File: config.mk
export PLATFORM = sky130hd
export DESIGN_NAME = vrb_div
export DESIGN_NICKNAME = d
export VERILOG_FILES = /design/src/rtl/vrb_pkg.sv /design/src/rtl/vrb_div.sv
export SDC_FILE = /design/constraint.sdc
export NUM_CORES = 1
export LEC_CHECK = 0
export CORE_ASPECT_RATIO = 0.7
export CORE_MARGIN = 1.5
export CORE_UTILIZATION = 50
export CTS_BUF_LIST = sky130_fd_sc_hd__clkbuf_16
export DETAILED_ROUTE_END_ITERATION = 7
export DONT_BUFFER_PORTS = 1
export GPL_TIMING_DRIVEN = 0
export SYNTH_ARGS = -nofsm -noshare
export SYNTH_HDL_FRONTEND = slang
export SYNTH_SLANG_ARGS = --single-unit
File: constraint.sdc
create_clock -name clk -period 6 [get_ports clk]
set_input_delay 0.9 -clock clk [delete_from_list [all_inputs] [get_ports clk]]
set_output_delay 0.9 -clock clk [all_outputs]
set_load 0.005 [all_outputs]
File: src/rtl/vrb_pkg.sv
// Shared types and constants of the variable-radius row blur.
package vrb_pkg;

	localparam int QW = 16;
	localparam logic [6:0] WEIGHT_COUNT_RESET = 7'd64;
	localparam logic REQ_WEIGHT = 1'b0;
	localparam logic REQ_PIXEL = 1'b1;

	typedef struct packed {
		logic        req_type;
		logic [5:0]  weight_index;
		logic [15:0] weight_value;
		logic [15:0] in_red;
		logic [15:0] in_green;
		logic [15:0] in_blue;
		logic [15:0] in_alpha;
		logic [7:0]  pixel_radius;
		logic        row_end;
	} req_t;

	typedef struct packed {
		logic [15:0] out_red;
		logic [15:0] out_green;
		logic [15:0] out_blue;
		logic [15:0] out_alpha;
		logic        out_last;
	} res_t;

	typedef enum logic [3:0] {
		S_IDLE, S_CTR, S_CTRW, S_STEPW, S_N0, S_N0W, S_TAB, S_TAB1,
		S_TAB2, S_WTW, S_PX, S_PX1, S_PX2, S_NORM, S_OUTW, S_OUT
	} state_t;

endpackage

File: src/rtl/vrb_div.sv
// Restoring divider giving a 16-bit quotient, one quotient bit per cycle.
module vrb_div #(
	parameter int DVW = 23
) (
	input  logic                        clk,
	input  logic                        arst_n,
	input  logic                        start,
	input  logic [DVW+vrb_pkg::QW-1:0]  dividend,
	input  logic [DVW-1:0]              divisor,
	output logic                        done,
	output logic [vrb_pkg::QW-1:0]      quotient,
	output logic [DVW-1:0]              remainder
);
	import vrb_pkg::*;

	localparam int CW = $clog2(QW);

	logic           busy_q;
	logic           done_q;
	logic [CW-1:0]  cnt_q;
	logic [DVW-1:0] rem_q;
	logic [DVW-1:0] dsr_q;
	logic [QW-1:0]  low_q;
	logic [DVW:0]   trial;
	logic [DVW:0]   diff;
	logic           ge;

	// the caller guarantees dividend / divisor < 2**QW, so the top part starts below divisor
	always_comb begin
		trial = {rem_q, low_q[QW-1]};
		diff  = trial - {1'b0, dsr_q};
		ge    = trial >= {1'b0, dsr_q};
	end

	always_ff @(posedge clk or negedge arst_n) begin
		if (!arst_n) begin
			busy_q <= 1'b0;
			done_q <= 1'b0;
			cnt_q  <= '0;
		end else begin
			done_q <= 1'b0;
			if (start) begin
				busy_q <= 1'b1;
				cnt_q  <= '0;
			end else if (busy_q) begin
				cnt_q <= cnt_q + 1'b1;
				if (cnt_q == CW'(QW - 1)) begin
					busy_q <= 1'b0;
					done_q <= 1'b1;
				end
			end
		end
	end

	always_ff @(posedge clk) begin
		if (start) begin
			rem_q <= dividend[DVW+QW-1:QW];
			low_q <= dividend[QW-1:0];
			dsr_q <= divisor;
		end else if (busy_q) begin
			rem_q <= ge ? diff[DVW-1:0] : trial[DVW-1:0];
			low_q <= {low_q[QW-2:0], ge};
		end
	end

	assign done      = done_q;
	assign quotient  = low_q;
	assign remainder = rem_q;

endmodule
==> results of run 1 <==
## worst reg2reg max path, stage by stage (launching register included)
cell and delay (ns):
edfxtp_1 0.40, inv_1 0.06, ha_1 0.22, fa_1 0.41
nand2b_1 0.18, a21oi_1 0.20, o21ai_0 0.16, a311oi_1 0.26
or3_1 0.15, buf_6 0.14, buf_12 0.13, buf_8 0.14
mux2i_1 0.28, o21ai_0 0.11
## cell families (layout without fill, tap and decap cells)
family | Yosys count | in the layout
compound gates | 86 | 86
xor+xnor | 22 | 22
fa+ha+maj | 25 | 25
buf+inv | 38 | 54
flops | 68 | 68
mux | 38 | 38
simple gates | 85 | 85
## stage by stage
stage	instances	util, %	power, mW
detailed placement	463	53.27	1.878
floorplan	362	-	1.638
global route	479	57.38	2.620
finish	479	57.38	2.442
CTS	479	57.38	2.461
global placement	463	53.27	1.864
## cell usage after synthesis, types with 2 or more instances
master    instances
ha_1             24
nor2b_1           7
o21a_1            3
a211oi_1          6
mux2_2           35
clkbuf_1          7
dfrtp_1           6
and2_1            2
nand2b_1          2
nand2_1          14
a21oi_1          36
xor2_1           11
a21o_1            4
and3_1            2
nor2_1           36
or3_1             2
a311oi_1          2
edfxtp_1         62
a221o_1           3
o21ai_1           2
nor3b_1           4
buf_4             2
nand4_1           2
nor3_1            5
inv_1            25
o21ai_0          17
mux2i_1           3
nand3_1           5
xnor2_1          11
## routing by layer
| metal | vias to the layer above | wire length (um) | global-route usage (%) | part of all wire (%) |
|---|---|---|---|---|
| met5 | - | 0 | 0 | 0 |
| met4 | 0 | 28 | 7.051 | 0.32 |
| met3 | 2 | 745 | 9.035 | 8.5 |
| met2 | 96 | 3717 | 30.12 | 43 |
| met1 | 1273 | 4232 | 28.42 | 49 |
| li1 | 1349 | - | - | - |
## layout make-up
class	instances	area, um2	area share, %
tap	101	126.4	2.798
buffer	13	91.34	2.022
sequential	68	2012	44.54
multi-input combinational	256	1869	41.38
clock buffer	9	225.2	4.986
clock inverter	7	98.84	2.188
inverter	25	93.84	2.078
## power by group
part | switching [mW] | internal (mW) | total, mW | leakage, nW
Clock | 0.202 | 0.366 | 0.569 | 0.158
Sequential | 0.109 | 0.669 | 0.778 | 0.712
Combinational | 0.587 | 0.509 | 1.10 | 0.915
Total | 0.898 | 1.54 | 2.44 | 1.79
## sequential cells by signal (all words and copies together), names as in the netlist
register	count
busy_q	1
cnt_q	4
done	1
dsr_q	23
quotient	16
remainder	23
## cell usage in the layout, fill, tap and decap left out, types with 9 or more instances in the layout
cell	Yosys	layout
a21oi_1	36	36
clkbuf_16	0	9
edfxtp_1	62	62
ha_1	24	24
inv_1	25	25
mux2_2	35	35
nand2_1	14	14
nor2_1	36	36
o21ai_0	17	17
xnor2_1	11	11
xor2_1	11	11
## path summary, 6_finish.rpt
path,startpoint,to,slack [ns],cells past startpoint
max,quotient[15],remainder[17],2.89,13
min,arst_n,done,0.25,0
max reg2reg,quotient[15],remainder[17],2.89,13
min reg2reg,cnt_q[3],cnt_q[3],0.54,2
max in group asynchronous,arst_n,cnt_q[0],5.68,0
min in group clk,cnt_q[3],cnt_q[3],0.54,2
==> summary.txt, run 1 <==
Most used cell, CP = o21ai_0
Die Wd = 110.8 um
FMAX = 321.5 MHz
Setup Buffers After CTS = 0
Setup violators final = 0
Critical path peak fanout = 10
Area leader, netlist = edfxtp_1
PD cells = 540.7 nW/um2
Cells after Synth = 362
Vias = 2720
GRT Overall Usage = 20.98%
Synth async-reset ratio = 8.824%
Worst hold-check path type = in -> async
Initial antenna violation count = 0
Die Ht = 78.45 um
Syn Nets = 452
N_diodes = 0
PortBufs = 0
Compound-Gate Fraction of Synth Area = 13.08%
Largest family of logic cells by synthesized area = compound AO/OA/AOI/OAI gates
Seq cells post-synth = 68
Layout Cell Area excl Fill = 4517 um2
CP endpoint kind = register
Unrepaired setup endpoints after global routing = no
Final Net Count = 463
Die ar. = 8691 um2
Post-Syn Area = 4066 um2
Tmin final = 3.111 ns
Setup CP Type = reg -> reg
Pleak = 1.785 nW
Root Buffer = clkbuf_16
Routed len/inst = 18.21 um
Hold-fix buffers, CTS = 0
Place WS = 2.904 ns
Status = complete, no violations
Clk slew on worst S/H paths = 0.06 ns
Fraction of layout cells with a size suffix above 1 = 15.87%
Drt pass-1 iters = 4
Detailed-placement wirelength estimate = 6425 um
Synth top area share = 45.78%
Clock Tree Buf Depth = 2
GRT overflow = 0
Required @ worst endpoint = 6.07 ns
Max-cap violation count = 0
Post-Synth Adder-Cell Area = 7.877%
EDFF count, synth = 62
First-pass GRT wire length = 13930 um
Row count = 27
Layout overhead on the synthesized area = 11.08%
Total negative setup slack = 0 ns
Synth Area in Simple Gates = 9.846%
CP max-delay cell = fa_1
Initial DRC Count = 163
Htree depth = 3
Vias/cell = 5.678
Area after DPL = 4193 um2
Synth Flop Type = edfxtp_1
Final hold vios = 0
Worst-Margin Slew = 0.9743 ns
Post-Syn Area per Cell = 11.23 um2
WP data arrival = 3.18 ns
Resized Gates After CTS = 0
XOR/XNOR share of the synthesized area = 4.738%
Ports = 105
Max incr delay on CP = 0.41 ns
Core ar. = 7871 um2
Family with the most delay on the worst path = compound AO/OA/AOI/OAI gates
Mux contribution to synthesized area = 10.43%
Post-route setup slack = 2.889 ns
Vias in the first global route = 2778
CTS buffer count = 9
Sequential fraction of the synthesis area = 49.48%
CP cell instances = inv_1 > ha_1 > fa_1 > nand2b_1 > a21oi_1 > o21ai_0 > a311oi_1 > or3_1 > buf_6 > buf_12 > buf_8 > mux2i_1 > o21ai_0
Initial Util = 51.66%
Skew final = 0.01209 ns
Tcrit/Tclk final = 51.85%
Clk sinks = 68
CTS tree = built
Critical Path Start Type = register
Routed Antenna Nets = 0
Worst hold slack = 0.2540 ns
Number of fillers in the final layout = 656
YS warnings = 0
Max VDD drop = 278.3 uV
Buffer and inverter count on the worst path = 4
Slew headroom = 35.05%
Final wirelength = 8723 um
Pin count of the biggest net entering global routing = 40
Clk_lat worst skew = 0.33 ns
Max Transition Viols Final = 0
Synth top area cells = edfxtp_1 (46%), mux2_2 (9.7%), ha_1 (7.4%), a21oi_1 (4.4%), dfrtp_1 (3.7%)
DRC = 0
Cell variety after synth = 51
Final Wtd Congestion = 0.8243
Power figures use the tool's default switching activity.
==> run 2: changes to the inputs <==
==> constraint.sdc (replaced) <==
create_clock -name clk -period 3.15 [get_ports clk]
set_input_delay 0.4725 -clock clk [delete_from_list [all_inputs] [get_ports clk]]
set_output_delay 0.4725 -clock clk [all_outputs]
set_load 0.005 [all_outputs]
==> summary.txt, run 2 (synthesis results as in run 1) <==
Required @ worst endpoint = 3.23 ns (-2.84 ns)
Flop2flop setup slack = 0.11 ns (-2.78 ns)
Clk slew on worst S/H paths = 0.06 ns (about the same)
Root Buffer = clkbuf_16
Worst r2r src = remainder[16]
Vias/cell = 5.727 (+0.86%)
CTS buffer count = 9 (unchanged)
R2r endpoint = remainder[5]
Commonest cells after routing, fill and taps aside = edfxtp_1 (62), nor2_1 (36), mux2_2 (35)
DRC = 0 (unchanged)
Met3 Use GR = 9.035% (unchanged)
Clock Tree Buf Depth = 2 (unchanged)
Total negative setup slack = 0 ns (unchanged)
Setup Buffers After CTS = 0 (unchanged)
Multi-input combinational cell area = 1938 um2 (+3.7%)
Tcrit/Tclk final = 96.61% (+45 points)
Worst-Margin Slew = 0.9851 ns (+0.01077 ns)
N_diodes = 0 (unchanged)
Status = complete, no violations
Number of fillers in the final layout = 647 (-1.4%)
Layout overhead on the synthesized area = 13.02%
Clk_lat worst skew = 0.33 ns (about the same)
Die Wd = 110.8 um (unchanged)
Critical Path Start Type = register
Worst r2r path cells = 10 (-3)
Met2 Use GR = 30.25% (+0.12 points)
Pleak = 1.782 nW (-0.16%)
GRT overflow = 0 (unchanged)
FMAX = 328.6 MHz (+2.2%)
Final wirelength = 8863 um (+1.6%)
Die ar. = 8691 um2 (unchanged)
Final hold vios = 0 (unchanged)
Routed Antenna Nets = 0 (unchanged)
Ports = 105 (unchanged)
Initial Util = 51.66% (unchanged)
Post-route setup slack = 0.1068 ns (-2.782 ns)
Initial antenna violation count = 0 (unchanged)
Critical path peak fanout = 10 (unchanged)
CTS tree = built
Row count = 27 (unchanged)
Area after DPL = 4193 um2 (unchanged)
Final Net Count = 464 (+0.22%)
Max Transition Viols Final = 0 (unchanged)
PortBufs = 0 (unchanged)
PD cells = 1042 nW/um2 (+93%)
Slew headroom = 34.33% (-0.72 points)
Clk sinks = 68 (unchanged)
Met1 Use GR = 28.37% (-0.050 points)
Initial DRC Count = 130 (-20%)
Core ar. = 7871 um2 (unchanged)
Worst hold-check path type = in -> reg
Setup violators final = 0 (unchanged)
CP endpoint kind = register
Vias in the first global route = 2786 (+0.29%)
First-pass GRT wire length = 13950 um (+0.14%)
Worst hold slack = 0.2306 ns (-0.02339 ns)
Hold path depth = 0
HP Start = divisor[19]
Tmin final = 3.043 ns (-0.06764 ns)
Layout Cell Area excl Fill = 4596 um2 (+1.7%)
WP data arrival = 3.13 ns (-0.05 ns)
Max-cap violation count = 0 (unchanged)
Fraction of layout cells with a size suffix above 1 = 19.00% (+3.1 points)
Skew final = 0.006651 ns (-0.005434 ns)
Routed len/inst = 18.46 um (+1.4%)
Max VDD drop = 531.4 uV (+91%)
Setup CP Type = reg -> reg
Detailed-placement wirelength estimate = 6425 um (unchanged)
Total Power = 4.790 mW (+96%)
Hold Path Sink = dsr_q[19]
Place WS = 0.05385 ns (-2.850 ns)
Pin count of the biggest net entering global routing = 40 (unchanged)
Drt pass-1 iters = 4 (unchanged)
GRT Overall Usage = 20.99% (about the same)
Htree depth = 3 (unchanged)
Sequential cell area = 2012 um2 (unchanged)
Vias = 2749 (+1.1%)
Final Wtd Congestion = 0.8243 (unchanged)
Busiest grt layer = met2
Most common cell after layout, fill and taps aside = edfxtp_1
Die Ht = 78.45 um (unchanged)
[run 2: changes by cell type in the layout (fill, tap and decap cells not counted), sizes merged]
| cell | before | now |
|---|---|---|
| dlygate4sd3 | 0 | 1 |
[run 2: worst max path at each step]
| stage | to | startpoint | depth (start not counted) | slack [ns] |
|---|---|---|---|---|
| 6_report | remainder[5] | remainder[16] | 10 | 0.11 |
| 5_1_grt | remainder[19] | remainder[0] | 9 | -0.03 |
| 4_1_cts | remainder[17] | quotient[15] | 13 | 0.03 |
| 3_5_place_dp | remainder[17] | quotient[15] | 13 | 0.05 |
| 3_3_place_gp | remainder[17] | quotient[15] | 13 | 0.06 |
| 2_1_floorplan | remainder[3] | remainder[12] | 9 | 0.38 |
[run 2: metal layers]
metal  up-vias  wire [um]
li1       1349          -
met1      1289       4266
met2       102       3688
met3         9        817
met4         0         92
met5         -          0
[run 2: final cells by class]
type | instances | share of cell area (%)
clock inverter | 7 | 2.151
clock buffer | 9 | 4.901
tap | 101 | 2.750
timing repair buffer | 1 | 0.2178
buffer | 13 | 1.987
sequential | 68 | 43.78
multi-input combinational | 256 | 42.17
inverter | 25 | 2.042
[run 2: metrics by stage]
step                      cells  utilization (%)
after floorplan             362                -
after global placement      463            53.27
after detailed placement    463            53.27
after CTS                   480            57.51
after global routing        480            58.39
final                       480            58.39
[run 2: worst max-delay path, cell delays in order (launching register included)]
cell	delay, ns
edfxtp_1	0.47
ha_1	0.40
a21oi_1	0.26
o21ai_1	0.13
a211oi_2	0.24
o21ai_0	0.14
or3_1	0.40
buf_6	0.15
buf_4	0.18
o21a_1	0.17
mux2_2	0.25
[run 2: what timing repair did]
item	in CTS	in global routing
setup endpoints to repair	0	23
hold endpoints to repair	6	0
hold buffers	1	0
resized for setup	0	16
[run 2: where the power goes]
| group | switching, mW | total [mW] | internal (mW) | leakage, nW |
|---|---|---|---|---|
| clock network | 0.392 | 1.09 | 0.698 | 0.158 |
| logic | 1.17 | 2.21 | 1.04 | 0.912 |
| registers | 0.219 | 1.49 | 1.28 | 0.712 |
